===== config.mk =====
export PLATFORM = sky130hd
export DESIGN_NAME = ltda_datapath
export DESIGN_NICKNAME = d
export VERILOG_FILES = /design/src/hw/rtl/ltda_pkg.sv /design/src/hw/rtl/ltda_datapath.sv
export SDC_FILE = /design/constraint.sdc
export NUM_CORES = 2
export LEC_CHECK = 0
export ABC_AREA = 1
export BUFFER_PORTS_ARGS = -buffer_cell sky130_fd_sc_hd__buf_2
export CORE_MARGIN = 10
export CORE_UTILIZATION = 39
export DETAILED_ROUTE_END_ITERATION = 8
export GPL_TIMING_DRIVEN = 0
export PLACE_DENSITY_LB_ADDON = 0.05
export SLEW_MARGIN = 20
export SYNTH_ARGS = -nofsm -noshare
export SYNTH_HDL_FRONTEND = slang
export SYNTH_SLANG_ARGS = --single-unit

===== constraint.sdc =====
create_clock -name i_clk -period 8.6 [get_ports i_clk]
set_clock_uncertainty 0.2 [all_clocks]
set_input_delay 1.29 -clock i_clk [delete_from_list [all_inputs] [get_ports i_clk]]
set_output_delay 1.29 -clock i_clk [all_outputs]
set_load 0.02 [all_outputs]

===== src/hw/rtl/ltda_pkg.sv =====
`timescale 1ns / 1ps
`default_nettype none

package ltda_pkg;

    localparam int NUM_LINKS  = 16;
    localparam int LINK_W     = (NUM_LINKS > 1) ? $clog2(NUM_LINKS) : 1;
    localparam int TIME_W     = 48;
    localparam int CNT_W      = 32;
    localparam int CFG_IDX_W  = 3;
    localparam int CFG_DATA_W = 32;

    // register indexes on the configuration port
    localparam logic [CFG_IDX_W-1:0] CFG_BYTE_TIME      = 3'd0;
    localparam logic [CFG_IDX_W-1:0] CFG_BUFFER_BYTES   = 3'd1;
    localparam logic [CFG_IDX_W-1:0] CFG_LINK_DELAY     = 3'd2;
    localparam logic [CFG_IDX_W-1:0] CFG_HEADER_BYTES   = 3'd3;
    localparam logic [CFG_IDX_W-1:0] CFG_TRANSFER_BYTES = 3'd4;

    localparam logic [31:0] RST_BYTE_TIME      = 32'd65536;
    localparam logic [23:0] RST_BUFFER_BYTES   = 24'd65536;
    localparam logic [31:0] RST_LINK_DELAY     = 32'd0;
    localparam logic [15:0] RST_HEADER_BYTES   = 16'd40;
    localparam logic [15:0] RST_TRANSFER_BYTES = 16'd1500;

    typedef struct packed {
        logic [31:0] byte_time;
        logic [23:0] buffer_bytes;
        logic [31:0] link_delay;
        logic [15:0] header_bytes;
        logic [15:0] transfer_bytes;
    } t_cfg;

    typedef struct packed {
        logic [TIME_W-1:0] now;
        logic [LINK_W-1:0] link;
        logic              packet_kind;
        logic [15:0]       jitter;
        logic [15:0]       source;
        logic [15:0]       destination;
        logic [31:0]       sequence_req;
        logic [31:0]       acknowledge;
    } t_item;

    typedef struct packed {
        logic              forwarded;
        logic [TIME_W-1:0] arrival_delay;
        logic [TIME_W-1:0] prev_finish;
        logic [15:0]       source_out;
        logic [15:0]       destination_out;
        logic [31:0]       sequence_out;
        logic [31:0]       acknowledge_out;
        logic [CNT_W-1:0]  drop_total;
    } t_result;

    // stage enables from the sequencer to the datapath
    typedef struct packed {
        logic load;
        logic mul;
        logic sum;
        logic commit;
    } t_step;

    typedef enum logic [1:0] {
        ST_IDLE,
        ST_MUL,
        ST_SUM,
        ST_COMMIT
    } t_state;

    function automatic logic [LINK_W-1:0] link_index(input logic [3:0] link);
        return LINK_W'(int'(link) % NUM_LINKS);
    endfunction

endpackage

`default_nettype wire


===== src/hw/rtl/ltda_datapath.sv =====
`timescale 1ns / 1ps
`default_nettype none

module ltda_datapath (
    input  wire logic                          i_clk,
    input  wire logic                          i_rst_n,
    input  ltda_pkg::t_step                    i_step,
    input  ltda_pkg::t_cfg                     i_cfg,
    input  ltda_pkg::t_item                    i_item,
    input  wire logic [ltda_pkg::TIME_W-1:0]   i_old_finish,
    output logic                               o_wr_en,
    output logic      [ltda_pkg::LINK_W-1:0]   o_wr_addr,
    output logic      [ltda_pkg::TIME_W-1:0]   o_wr_data,
    output ltda_pkg::t_result                  o_result
);
    import ltda_pkg::*;

    t_item             r_item;

    // multiply stage
    logic [15:0]       size;
    logic [23:0]       room;
    logic [TIME_W-1:0] tx;
    logic [55:0]       lim;
    logic [TIME_W-1:0] r_old;
    logic [TIME_W-1:0] r_q;
    logic [TIME_W-1:0] r_tx;
    logic [55:0]       r_lim;
    logic              r_idle;
    logic              r_fits;

    // sum stage
    logic [TIME_W:0]   r_txj;
    logic [TIME_W:0]   r_ql;
    logic [TIME_W-1:0] r_base;
    logic              r_accept;

    // commit stage
    logic [TIME_W-1:0] new_finish;
    logic [TIME_W+1:0] dsum;
    logic [TIME_W-1:0] delay;
    logic [CNT_W-1:0]  r_drop;
    logic [CNT_W-1:0]  n_drop;
    t_result           r_result;

    always_ff @(posedge i_clk) begin
        if (i_step.load) begin
            r_item <= i_item;
        end
    end

    always_comb begin
        size = r_item.packet_kind ? i_cfg.transfer_bytes : i_cfg.header_bytes;
        room = i_cfg.buffer_bytes - {8'd0, size};
        tx   = TIME_W'(size) * TIME_W'(i_cfg.byte_time);
        lim  = 56'(room) * 56'(i_cfg.byte_time);
    end

    always_ff @(posedge i_clk) begin
        if (i_step.mul) begin
            r_old  <= i_old_finish;
            r_idle <= r_item.now > i_old_finish;
            r_q    <= i_old_finish - r_item.now;
            r_tx   <= tx;
            r_lim  <= lim;
            r_fits <= {8'd0, size} <= i_cfg.buffer_bytes;
        end
    end

    // busy link: queued time must fit the room left after this packet
    always_ff @(posedge i_clk) begin
        if (i_step.sum) begin
            r_accept <= r_idle || (r_fits && ({8'd0, r_q} <= r_lim));
            r_txj    <= {1'b0, r_tx} + {{(TIME_W - 15){1'b0}}, r_item.jitter};
            r_ql     <= (r_idle ? '0 : {1'b0, r_q})
                        + {{(TIME_W - 31){1'b0}}, i_cfg.link_delay};
            r_base   <= r_idle ? r_item.now : r_old;
        end
    end

    always_comb begin
        new_finish = r_base + r_txj[TIME_W-1:0];
        dsum       = {1'b0, r_txj} + {1'b0, r_ql};
        delay      = (dsum[TIME_W+1:TIME_W] != 2'd0) ? '1 : dsum[TIME_W-1:0];
        n_drop     = r_drop;
        if (!r_accept && r_drop != '1) begin
            n_drop = r_drop + 1'b1;
        end
    end

    always_ff @(posedge i_clk) begin
        if (!i_rst_n) begin
            r_drop <= '0;
        end else if (i_step.commit) begin
            r_drop <= n_drop;
        end
    end

    always_ff @(posedge i_clk) begin
        if (i_step.commit) begin
            r_result.forwarded       <= r_accept;
            r_result.arrival_delay   <= r_accept ? delay : '0;
            r_result.prev_finish     <= r_old;
            r_result.source_out      <= r_accept ? r_item.source : '0;
            r_result.destination_out <= r_accept ? r_item.destination : '0;
            r_result.sequence_out    <= r_accept ? r_item.sequence_req : '0;
            r_result.acknowledge_out <= r_accept ? r_item.acknowledge : '0;
            r_result.drop_total      <= n_drop;
        end
    end

    assign o_wr_en   = i_step.commit && r_accept;
    assign o_wr_addr = r_item.link;
    assign o_wr_data = new_finish;
    assign o_result  = r_result;

endmodule

`default_nettype wire


==> qor.txt <==
Initial antenna violation count - 34
Crit path max-delay family - adder cells
Crit-path slowest cell - fa_2
Worst EP required - 8850 ps
Post-synth top area share - 0.258
# nets final - 13200
Critical path fanouts, max - 7
Drc violations - 0
IO Pins - 617
Hold endpoint - o_result[173]
Synth Net Count - 12400
Max-cap violation count - 0
WHS - 244 ps
Synth Instances - 10400
Final setup vio count - 21
Failing checks - setup timing
Largest net degree at the start of global routing - 95
Pre-CTS WS - -2350 ps
Die Y - 489 um
Arrival @ worst endpoint - 9010 ps
Ys async rst share - 0
#FFs+latches synth - 771
Share of cells above drive strength 1 - 0.131
Synth top cells by count - nand2_1, inv_1, nor2_1
Via-per-instance ratio - 5.14
Final Cycle Share - 1.02
CTS max path bufs - 3
DRT antenna net count - 0
Seq/Total Area, Yosys - 0.266
Slew at the pin closest to its max-slew limit - 1230 ps
FP Rows - 172
Crit end category - flop
Worst min-delay path class - reg -> reg
Worst R2R Path Depth - 40
RSZ-0062 raised after global routing - yes
Unique masters post-synth - 50
First-pass GRT wire length - 500 mm
Max frequency - 0.114 GHz
CP Launch Type - flop
FF-to-FF setup slack - -160 ps
Slew Viols, Final - 0
Starting density of the core - 0.391
CTS tree - yes
Biggest area consumer among synthesized cells - edfxtp_1
Dpl hpwl - 301 mm
Port bufs - 595
Crit path kind - reg -> reg
Most common cell in the netlist - nand2_1
Reg2reg end - r_lim[55]
Final core utilization - 0.454
Status - complete, but fails checks
Clock-pin slew on the worst setup and hold paths - 60 ps
Congestion Overflow GR - 0
Mapped cell area - 0.0859 mm2
Initial DRC Count - 5806
Root Driver - clkbuf_16
Area grow syn2layout - 16.1%
Synthesis Warnings - 0
CTS H-Tree Depth - 3
Cell mode on critical path - fa_2
Hold_sp - r_old[45]
Via Count - 72800
Pre-antenna DRT Iters - 8
Most used flip-flop cell after synthesis - edfxtp_1
WP buf/inv - 10
Syn_area_per_cell - 8.24 um2
DIE AREA - 0.239 mm2
Cts bufs inserted - 81
Max incr delay on CP - 620 ps
Max transition margin - 0.177
Final min period - 8760 ps
R2r startpoint - r_item[112]
Hold violation count in the final report - 0
Routed WL - 350 mm
Synth area leaders - edfxtp_1, fa_1, nand2_1
WL/cell - 24.7 um
CTS Hold Bufs - 0
GR Util All Layers - 0.285
DIE WIDTH - 489 um
Area of the core - 0.220 mm2
Worst hold stages - 0
Vias in the first global route - 74400
Clock Latency Late Sink - 710 ps
GP Congestion - 0.993
Clock sink count - 771
Post-synth EDFFs - 739
PnR worst setup slack - -163 ps
[worst reg2reg max path: cells and delay by family, from the launching register on]
family	cells	cell delay (ps)
flops	1	410
simple gates	15	1390
compound gates	5	1030
fa+ha+maj	10	4500
buf+inv	10	970
[worst max path at each step]
stage | startpoint | to | slack (ps) | cells past startpoint
2_1_floorplan | i_cfg[0] | r_lim[37] | 4 | 38
3_3_place_gp | i_cfg[2] | r_lim[42] | -2360 | 32
3_5_place_dp | i_cfg[3] | r_lim[42] | -2350 | 35
4_1_cts | r_item[112] | r_lim[42] | -60 | 36
5_1_grt | r_item[112] | r_lim[55] | -320 | 40
6_report | r_item[112] | r_lim[55] | -160 | 40
[placed cells by master (no fill, tap or decap), drive strengths merged, types with 2 or more instances in the layout]
master,instances
nand4,66
o311ai,3
nor4,22
nor2,1239
ha,560
diode,12
o21ai,334
inv,2191
nand3b,18
dfxtp,32
nand2,2476
or2,43
nor3,99
a21boi,27
nand3,305
a31oi,29
and2,7
xor2,225
a31o,2
a21oi,430
xnor2,74
o21a,28
o22ai,3
clkinv,37
a211oi,4
o211ai,19
buf,792
fa,1082
edfxtp,739
bufinv,11
a21o,30
o21bai,31
clkinvlp,9
clkbuf,313
and3,4
[area by class of cell]
type / instances / area [um2]
fill: 22000 / 120000
clock buffer: 96 / 2080
inverter: 2195 / 8330
antenna: 12 / 30.0
timing repair buffer: 717 / 4210
buffer: 292 / 1780
clock inverter: 53 / 684
tap: 2871 / 3590
sequential: 771 / 22800
multi-input combinational: 7163 / 56200
[cells by family (layout without fill, tap and decap cells)]
group	count (synthesis)	after routing	synth area share
buffers and inverters	2490	3353	0.111
AO/OA/AOI/OAI	942	942	0.0605
adder cells (fa/ha/maj)	1642	1642	0.334
AND/OR/NAND/NOR	4280	4280	0.199
other	0	12	0
flip-flops	771	771	0.266
XOR/XNOR	299	299	0.0305
[through the flow]
step           setup TNS (ps)  std cells  cell area (um2)
2_1_floorplan               0      10400            86100
3_3_place_gp           -89960      13900            92700
3_5_place_dp           -90800      13900            92900
4_1_cts                  -140      14100            97900
5_1_grt                 -5390      14200            99700
6_report                -1130      14200            99700
[per-layer routing]
| metal | track usage | part of all wire | wire, um | vias to the layer above |
|---|---|---|---|---|
| li1 | - | - | - | 33600 |
| met1 | 0.364 | 0.41 | 143000 | 36000 |
| met5 | 0 | 0.00039 | 138 | - |
| met2 | 0.476 | 0.47 | 164000 | 2624 |
| met3 | 0.0473 | 0.069 | 24100 | 557 |
| met4 | 0.122 | 0.053 | 18700 | 20 |
[state kept, by name, indices dropped and copies added (netlist names)]
name	cells
r_accept	1
r_ql	49
r_idle	1
r_lim	56
o_wr_addr	4
r_base	48
r_drop	32
r_q	48
r_old	48
r_fits	1
r_item	161
r_tx	48
r_txj	49
o_result	225
[timing repair]
item,4_1_cts,5_1_grt
cloned,1,2
pin swaps,82,157
setup buffers,65,46
setup endpoints to repair,50,39
gates resized for setup,430,403
Power is left out: the tool's default activity adds up to more than one toggle a clock period on the data nets, which glitch-free logic cannot reach.
