===== config.mk =====
export PLATFORM = sky130hd
export DESIGN_NAME = ltda_finish_mem
export DESIGN_NICKNAME = d
export VERILOG_FILES = /design/src/hw/rtl/ltda_pkg.sv /design/src/hw/rtl/ltda_finish_mem.sv
export SDC_FILE = /design/constraint.sdc
export NUM_CORES = 1
export LEC_CHECK = 0
export BUFFER_PORTS_ARGS = -buffer_cell sky130_fd_sc_hd__buf_2
export CAP_MARGIN = 40
export CORE_ASPECT_RATIO = 0.8
export CORE_UTILIZATION = 62
export CTS_CLUSTER_SIZE = 14
export DETAILED_ROUTE_END_ITERATION = 6
export GPL_ROUTABILITY_DRIVEN = 0
export HOLD_SLACK_MARGIN = 0.02
export PLACE_DENSITY = 0.91
export SYNTH_ARGS = -nofsm -noshare
export SYNTH_HDL_FRONTEND = slang
export SYNTH_SLANG_ARGS = --single-unit

===== constraint.sdc =====
create_clock -name i_clk -period 13.5 [get_ports i_clk]
set_input_delay 1.35 -clock i_clk [delete_from_list [all_inputs] [get_ports i_clk]]
set_output_delay 1.35 -clock i_clk [all_outputs]
set_load 0.005 [all_outputs]

===== src/hw/rtl/ltda_pkg.sv =====
`timescale 1ns / 1ps
`default_nettype none

package ltda_pkg;

    localparam int NUM_LINKS  = 16;
    localparam int LINK_W     = (NUM_LINKS > 1) ? $clog2(NUM_LINKS) : 1;
    localparam int TIME_W     = 48;
    localparam int CNT_W      = 32;
    localparam int CFG_IDX_W  = 3;
    localparam int CFG_DATA_W = 32;

    // register indexes on the configuration port
    localparam logic [CFG_IDX_W-1:0] CFG_BYTE_TIME      = 3'd0;
    localparam logic [CFG_IDX_W-1:0] CFG_BUFFER_BYTES   = 3'd1;
    localparam logic [CFG_IDX_W-1:0] CFG_LINK_DELAY     = 3'd2;
    localparam logic [CFG_IDX_W-1:0] CFG_HEADER_BYTES   = 3'd3;
    localparam logic [CFG_IDX_W-1:0] CFG_TRANSFER_BYTES = 3'd4;

    localparam logic [31:0] RST_BYTE_TIME      = 32'd65536;
    localparam logic [23:0] RST_BUFFER_BYTES   = 24'd65536;
    localparam logic [31:0] RST_LINK_DELAY     = 32'd0;
    localparam logic [15:0] RST_HEADER_BYTES   = 16'd40;
    localparam logic [15:0] RST_TRANSFER_BYTES = 16'd1500;

    typedef struct packed {
        logic [31:0] byte_time;
        logic [23:0] buffer_bytes;
        logic [31:0] link_delay;
        logic [15:0] header_bytes;
        logic [15:0] transfer_bytes;
    } t_cfg;

    typedef struct packed {
        logic [TIME_W-1:0] now;
        logic [LINK_W-1:0] link;
        logic              packet_kind;
        logic [15:0]       jitter;
        logic [15:0]       source;
        logic [15:0]       destination;
        logic [31:0]       sequence_req;
        logic [31:0]       acknowledge;
    } t_item;

    typedef struct packed {
        logic              forwarded;
        logic [TIME_W-1:0] arrival_delay;
        logic [TIME_W-1:0] prev_finish;
        logic [15:0]       source_out;
        logic [15:0]       destination_out;
        logic [31:0]       sequence_out;
        logic [31:0]       acknowledge_out;
        logic [CNT_W-1:0]  drop_total;
    } t_result;

    // stage enables from the sequencer to the datapath
    typedef struct packed {
        logic load;
        logic mul;
        logic sum;
        logic commit;
    } t_step;

    typedef enum logic [1:0] {
        ST_IDLE,
        ST_MUL,
        ST_SUM,
        ST_COMMIT
    } t_state;

    function automatic logic [LINK_W-1:0] link_index(input logic [3:0] link);
        return LINK_W'(int'(link) % NUM_LINKS);
    endfunction

endpackage

`default_nettype wire


===== src/hw/rtl/ltda_finish_mem.sv =====
`timescale 1ns / 1ps
`default_nettype none

module ltda_finish_mem (
    input  wire logic                          i_clk,
    input  wire logic                          i_rst_n,
    input  wire logic                          i_rd_en,
    input  wire logic [ltda_pkg::LINK_W-1:0]   i_rd_addr,
    output logic      [ltda_pkg::TIME_W-1:0]   o_rd_data,
    input  wire logic                          i_wr_en,
    input  wire logic [ltda_pkg::LINK_W-1:0]   i_wr_addr,
    input  wire logic [ltda_pkg::TIME_W-1:0]   i_wr_data
);
    import ltda_pkg::*;

    logic [TIME_W-1:0]    r_mem [NUM_LINKS];
    logic [NUM_LINKS-1:0] r_valid;
    logic [TIME_W-1:0]    r_rd_data;

    always_ff @(posedge i_clk) begin
        if (i_wr_en) begin
            r_mem[i_wr_addr] <= i_wr_data;
        end
    end

    // a link never written reads as finish time zero
    always_ff @(posedge i_clk) begin
        if (!i_rst_n) begin
            r_valid <= '0;
        end else if (i_wr_en) begin
            r_valid[i_wr_addr] <= 1'b1;
        end
    end

    always_ff @(posedge i_clk) begin
        if (i_rd_en) begin
            r_rd_data <= r_valid[i_rd_addr] ? r_mem[i_rd_addr] : '0;
        end
    end

    assign o_rd_data = r_rd_data;

endmodule

`default_nettype wire


==> metrics.cfg, run 1 <==
[critical_path]
worstPathMaxFanout = 64
crit_arrival_ns = 4.36
critPathTopFamily = buffers and inverters
start_kind = input pin
worstSetupPathType = input pin to register
path_common_cell = buf_4
path_cells = buf_8 > buf_4 > buf_16 > buf_4 > mux4_2 > a22oi_1 > a21oi_1
worst_ep_required_time_ns = 13.84
critical_path.n_buffers_inverters = 4
critPathSlowestCell = buf_4
slowest_delay_ns = 0.65
endpoint_kind = register

[final_layout]
nNetsFinal = 1511
final_layout_size_suffix_gt1_frac = 0.313
final_cell_area_um2 = 35100
final_cells = 2141
syn2layout_area_growth_pct = 14.1

[clock_tree]
cts_buffers = 77
numClockSinks = 832
cts_tree = yes
cts_hold_buf = 0
ctsLongestPathBuffers = 3
cts.repair.resized = 0
clkTransAtPathRegs_ns = 0.06
post_cts_buffers = 0
ctsHtreeMaxLevel = 3
worstSkewPairLatency_ns = 0.63
cts-root-buf = clkbuf_16

[global_route]
grt_pass1_vias = 16400
grt_start_max_net_pins = 77
grt_antenna_before_repair = 12
grt_first_pass_wirelength_um = 111000
grt_use_total = 0.318
globalRouteOverflowTotal = 0

[timing]
hold_violations = 0
drv_slew = 0
slew_headroom = 0.368
skew_ns = 0.0261
tns_ns = 0
period_minus_slack_ns = 4.02
rsz0062_at_grt = false
worstMarginPinSlew_ns = 0.945
setup_viol = 0
finalCritPeriodShare = 0.298
fmax_ghz = 0.249
setup_ws_ns = 9.48
hold_ws_ns = 0.492

[pwr]
peakVddDrop_v = 0.0000830
power_density_nw_per_um2 = 152
leakage_nw = 11.1

[die]
core_um2 = 48600
num_io_pins = 108
die_h_um = 201
rows = 72
initial_core_util = 0.633
dieArea_um2 = 50600
fp.dieW_um = 251

[synth]
ys_seq_area_frac = 0.806
syn_nets = 1350
syn_inst = 1290
yosysUniqueCellTypes = 22
netlist_area_um2 = 30800
ys_warn_count = 0
syn_area_per_cell_um2 = 23.9
ys_seq_elements = 832

[placement]
place_hpwl_um = 37800
place_area_um2 = 32700
placedCellCount = 2001
port_buffers = 107
pre_cts_ws_ns = 8.86

[detailed_routing]
drtIter0Drc = 2111
wl_per_cell_um = 36.4
via_count = 15500
vias_per_cell = 7.22
dr.pass1.iters = 5
drt-total-wl_um = 78000
ant_nets = 0
remaining_drc_errors = 0

[outcome]
status = finished, final reports clean

[worst_hold_path]
hp-class = register to register

[run]
maxCapViolations = 0

-- Yosys cell counts (all sizes together) --
library cell  count  area (um2)
nor3              4        20.0
buf              38         204
o21a             16         120
nand2             1        3.75
nand3             1        5.00
a22oi            96         721
nand2b            2        12.5
mux4            196        4410
nand3b            2        15.0
nor2b             2        12.5
a21oi            48         240
nor2             14        55.1
dfxtp            16         320
a22o              2        17.5
or3b              1        8.76
and2              1        6.26
edfxtp          816       24500
clkbuf           34         128
-- worst reg2reg max path, cell delays in order (launching register included) --
cell and delay [ns]:
dfxtp_1 0.35, mux4_2 0.53, a22o_1 0.25, nor2_4 0.72
buf_4 0.56, a21oi_1 0.15
-- path summary, 6_finish.rpt --
check / endpoint / slack, ns / cells after the start / start
hold / removal: r_valid[5] / 0.49 / 1 / r_valid[5]
setup / recovery: o_rd_data[38] / 9.48 / 7 / i_rd_addr[0]
hold reg to reg: r_valid[5] / 0.49 / 1 / r_valid[5]
setup reg to reg: o_rd_data[22] / 10.64 / 5 / r_valid[6]
-- state kept, by name (all words and copies together), names as in the netlist --
signal,cells
o_rd_data,48
r_mem,768
r_valid,16
-- placed cells by master (no fill, tap or decap), types with 2 or more instances in the layout --
master and instances:
edfxtp_1 816, mux4_2 196, buf_2 105, a22oi_1 96
clkbuf_16 79, a21oi_1 48, buf_4 27, clkbuf_1 18
o21a_1 16, clkinv_1 16, dfxtp_1 16, buf_16 15
nor2_4 14, bufinv_16 8, diode_2 6, clkinv_2 5
buf_12 5, nor3_2 4, nand3b_1 2, nand2b_1 2
nor2b_4 2, a22o_1 2, clkinv_8 2, clkinvlp_4 2
clkbuf_8 2, inv_6 2
-- cells by family after synthesis --
kind of cell / after synthesis / synth area share
AO/OA/AOI/OAI: 162 / 0.0357
flip-flops: 832 / 0.806
AND/OR/NAND/NOR: 28 / 0.00451
buffers and inverters: 72 / 0.0108
multiplexers: 196 / 0.143
-- power by group --
group          switching, mW  internal (mW)
Clock                  0.928           1.24
Sequential            0.0218           2.89
Combinational          0.148         0.0974
-- per-layer routing --
metal | GRT usage | wire length (um)
met3 | 0.0755 | 8080
met4 | 0.168 | 4370
met2 | 0.534 | 39800
met1 | 0.386 | 25700
met5 | 0 | 75
-- metrics by stage --
step,power [mW],util
after floorplan,3.09,-
after global placement,3.17,0.661
after detailed placement,3.20,0.672
after CTS,5.34,0.722
after global routing,5.45,0.722
final,5.32,0.722
-- area by class of cell --
class	instances	area (um2)
sequential	832	24800
fill	2541	13500
multi-input combinational	386	5790
clock buffer	99	2070
timing repair buffer	154	1270
tap	629	787
clock inverter	35	390
antenna	6	15.0
Power figures use the tool's default switching activity.
==> run 2: changes to the inputs <==
--- a/config.mk
+++ b/config.mk
@@ -8,12 +8,12 @@
 export BUFFER_PORTS_ARGS = -buffer_cell sky130_fd_sc_hd__buf_2
 export CAP_MARGIN = 40
 export CORE_ASPECT_RATIO = 0.8
-export CORE_UTILIZATION = 62
+export CORE_UTILIZATION = 61
 export CTS_CLUSTER_SIZE = 14
 export DETAILED_ROUTE_END_ITERATION = 6
 export GPL_ROUTABILITY_DRIVEN = 0
 export HOLD_SLACK_MARGIN = 0.02
-export PLACE_DENSITY = 0.91
+export PLACE_DENSITY = 0.9
 export SYNTH_ARGS = -nofsm -noshare
 export SYNTH_HDL_FRONTEND = slang
 export SYNTH_SLANG_ARGS = --single-unit
==> constraint.sdc (replaced) <==
create_clock -name i_clk -period 3.8 [get_ports i_clk]
set_input_delay 0.38 -clock i_clk [delete_from_list [all_inputs] [get_ports i_clk]]
set_output_delay 0.38 -clock i_clk [all_outputs]
set_load 0.005 [all_outputs]
==> run 2 against run 1 <==
Net effect:
- critical endpoint is now o_rd_data[15]
- register-to-register slack got worse by 9.1 ns
- global-route usage shrank 2.4 points
- power grew to 3.4 times the previous value
- highest routed layer unchanged
- hold slack got worse by 0.37 ns
- combinational power grew to 3.5 times the previous value
- cell count increased by 1.8%
==> metrics.cfg, run 2 (same netlist as run 1, synthesis figures left out) <==
[global_route]
globalRouteOverflowTotal = 0  ; unchanged
grt_first_pass_wirelength_um = 105000  ; -5.6%
grt_antenna_before_repair = 7  ; -5
grt_use_total = 0.294  ; -0.0236
grt_pass1_vias = 15900  ; -3.1%
grt_start_max_net_pins = 106  ; +38%

[pwr]
p_int_mw = 14.5  ; +240%
total_power_mw = 18.3  ; +240%
swShare = 0.207  ; +0.00124
clock_power_share = 0.388  ; -0.019
combPwrFrac = 0.047  ; about the same
power_switching_mw = 3.79  ; +250%
leakage_nw = 11.0  ; -1.5%
peakVddDrop_v = 0.000512  ; +520%
sequentialPowerShare = 0.566  ; +0.019
power_density_nw_per_um2 = 525  ; +250%

[final_layout]
syn2layout_area_growth_pct = 13.1
final_layout_size_suffix_gt1_frac = 0.308  ; -0.00587
mostFrequentLayoutCells = edfxtp_1, mux4_2, buf_2, a22oi_1, clkbuf_16
nFillCells = 2752  ; +8.3%
largest_reg_flops = 768  ; unchanged
mostFrequentLayoutCell = edfxtp_1
nNetsFinal = 1506  ; -0.33%
final_cell_area_um2 = 34800  ; -0.88%
regMostFlops = r_mem

[clock_tree]
ctsLongestPathBuffers = 3  ; unchanged
cts_hold_buf = 0  ; unchanged
numClockSinks = 832  ; unchanged
clkTransAtPathRegs_ns = 0.07  ; about the same
ctsHtreeMaxLevel = 3  ; unchanged
worstSkewPairLatency_ns = 0.62  ; about the same
cts-root-buf = clkbuf_16
cts.repair.resized = 0  ; unchanged
post_cts_buffers = 0  ; unchanged
cts_tree = yes
cts_buffers = 74  ; -3.9%

[timing]
finalCritPeriodShare = 0.585
hold_ws_ns = 0.121  ; -0.371 ns
fmax_ghz = 0.450
rsz0062_at_grt = false
setup_viol = 0  ; unchanged
slew_headroom = 0.396  ; +0.0278
tns_ns = 0  ; unchanged
skew_ns = 0.0220  ; -0.00420 ns
drv_slew = 0  ; unchanged
period_minus_slack_ns = 2.22
worstMarginPinSlew_ns = 0.906  ; -0.0395 ns
hold_violations = 0  ; unchanged

[worst_hold_path]
hold_path_startpoint = i_wr_data[5]
worstHoldEndpoint = r_mem[3][5]
hp-class = input pin to register
holdPathStages = 1  ; unchanged

[detailed_routing]
drtIter0Drc = 2197  ; +4.1%
ant_nets = 0  ; unchanged
routed.top_layer = met5
via_count = 15100  ; -2.3%
dr_wl_met2_um = 37000  ; -6.9%
vias_per_cell = 6.93  ; -4.0%
wl_met1_um = 25700  ; +0.20%
wl_per_cell_um = 33.5  ; -8.0%
dr.pass1.iters = 7  ; +2
remaining_drc_errors = 0  ; unchanged
met3_length_um = 7010  ; -13%
drt-total-wl_um = 73000  ; -6.3%

[critical_path]
rr_endpoint = o_rd_data[15]
worst_ep_required_time_ns = 4.13  ; -9.71 ns
worstPathMaxFanout = 31  ; -52%
worstSetupPathType = register to register
endpoint_kind = register
start_kind = register
worstReg2RegStart = r_valid[13]
ff2ff_setup_slack_ns = 1.58  ; -9.06 ns
crit_arrival_ns = 2.55  ; -1.81 ns
timing.reg2reg.worst_path_depth = 5  ; unchanged

[placement]
place_hpwl_um = 36100  ; -4.5%
place_area_um2 = 32600  ; -0.20%
port_buffers = 107  ; unchanged

[die]
die_h_um = 203  ; +0.81%
core_um2 = 49800  ; +2.3%
initial_core_util = 0.619  ; -0.0144
num_io_pins = 108  ; unchanged
dieArea_um2 = 51400  ; +1.6%
rows = 73  ; +1.4%
fp.dieW_um = 253  ; +0.81%

[run]
maxCapViolations = 0  ; unchanged

[outcome]
status = finished, final reports clean

[run 2: cell count changes in the layout (fill, tap and decap cells not counted), sizes merged]
| cell | delta |
|---|---|
| inv | +4 |
| clkinvlp | -1 |
| buf | -3 |
| clkinv | -8 |
| bufinv | -5 |
| clkbuf | +6 |
[run 2: routing by layer]
layer  vias up  track usage
met5         -            0
met4         4        0.136
met3       233       0.0708
met2      1067        0.481
met1      7923        0.377
li1       5888            -
[run 2: cell type report]
| cell class | count | area (um2) | area share |
|---|---|---|---|
| timing repair buffer | 152 | 1120 | 0.0321 |
| antenna | 6 | 15.0 | 0.000431 |
| clock inverter | 25 | 223 | 0.00639 |
| tap | 675 | 845 | 0.0242 |
| clock buffer | 104 | 1990 | 0.0573 |
| sequential | 832 | 24800 | 0.713 |
| multi-input combinational | 386 | 5820 | 0.167 |
[run 2: metrics by stage]
| stage | utilization | setup slack [ns] | std cells |
|---|---|---|---|
| 5_1_grt | 0.700 | 1.56 | 2177 |
| 4_1_cts | 0.700 | 1.62 | 2174 |
| 6_report | 0.700 | 1.58 | 2180 |
| 3_5_place_dp | 0.655 | 1.16 | 2045 |
| 3_3_place_gp | 0.650 | 1.28 | 2036 |
| 2_1_floorplan | - | 0.386 | 1290 |
[run 2: worst max-delay path: stages, from the launching register on]
cell	delay (ns)
dfxtp_1	0.33
mux4_2	0.48
a22o_1	0.32
nor2_4	0.15
buf_4	0.52
a21oi_1	0.13
[run 2: how the worst max path moves through the flow]
stage,endpoint,cells after the start,startpoint
2_1_floorplan,r_mem[1][0],2,i_wr_addr[2]
3_3_place_gp,o_rd_data[21],6,i_rd_addr[0]
3_5_place_dp,o_rd_data[28],6,i_rd_addr[0]
4_1_cts,o_rd_data[15],5,r_valid[13]
5_1_grt,o_rd_data[28],5,r_valid[12]
6_report,o_rd_data[15],5,r_valid[13]
[run 2: power groups by stage]
stage	Combinational [mW]	Sequential (mW)	Clock, mW
final	0.852	10.3	7.09
after floorplan	0.476	10.5	0
after detailed placement	0.834	10.5	0
after global routing	0.897	10.3	7.49
after global placement	0.784	10.5	0
after CTS	0.854	10.3	7.15
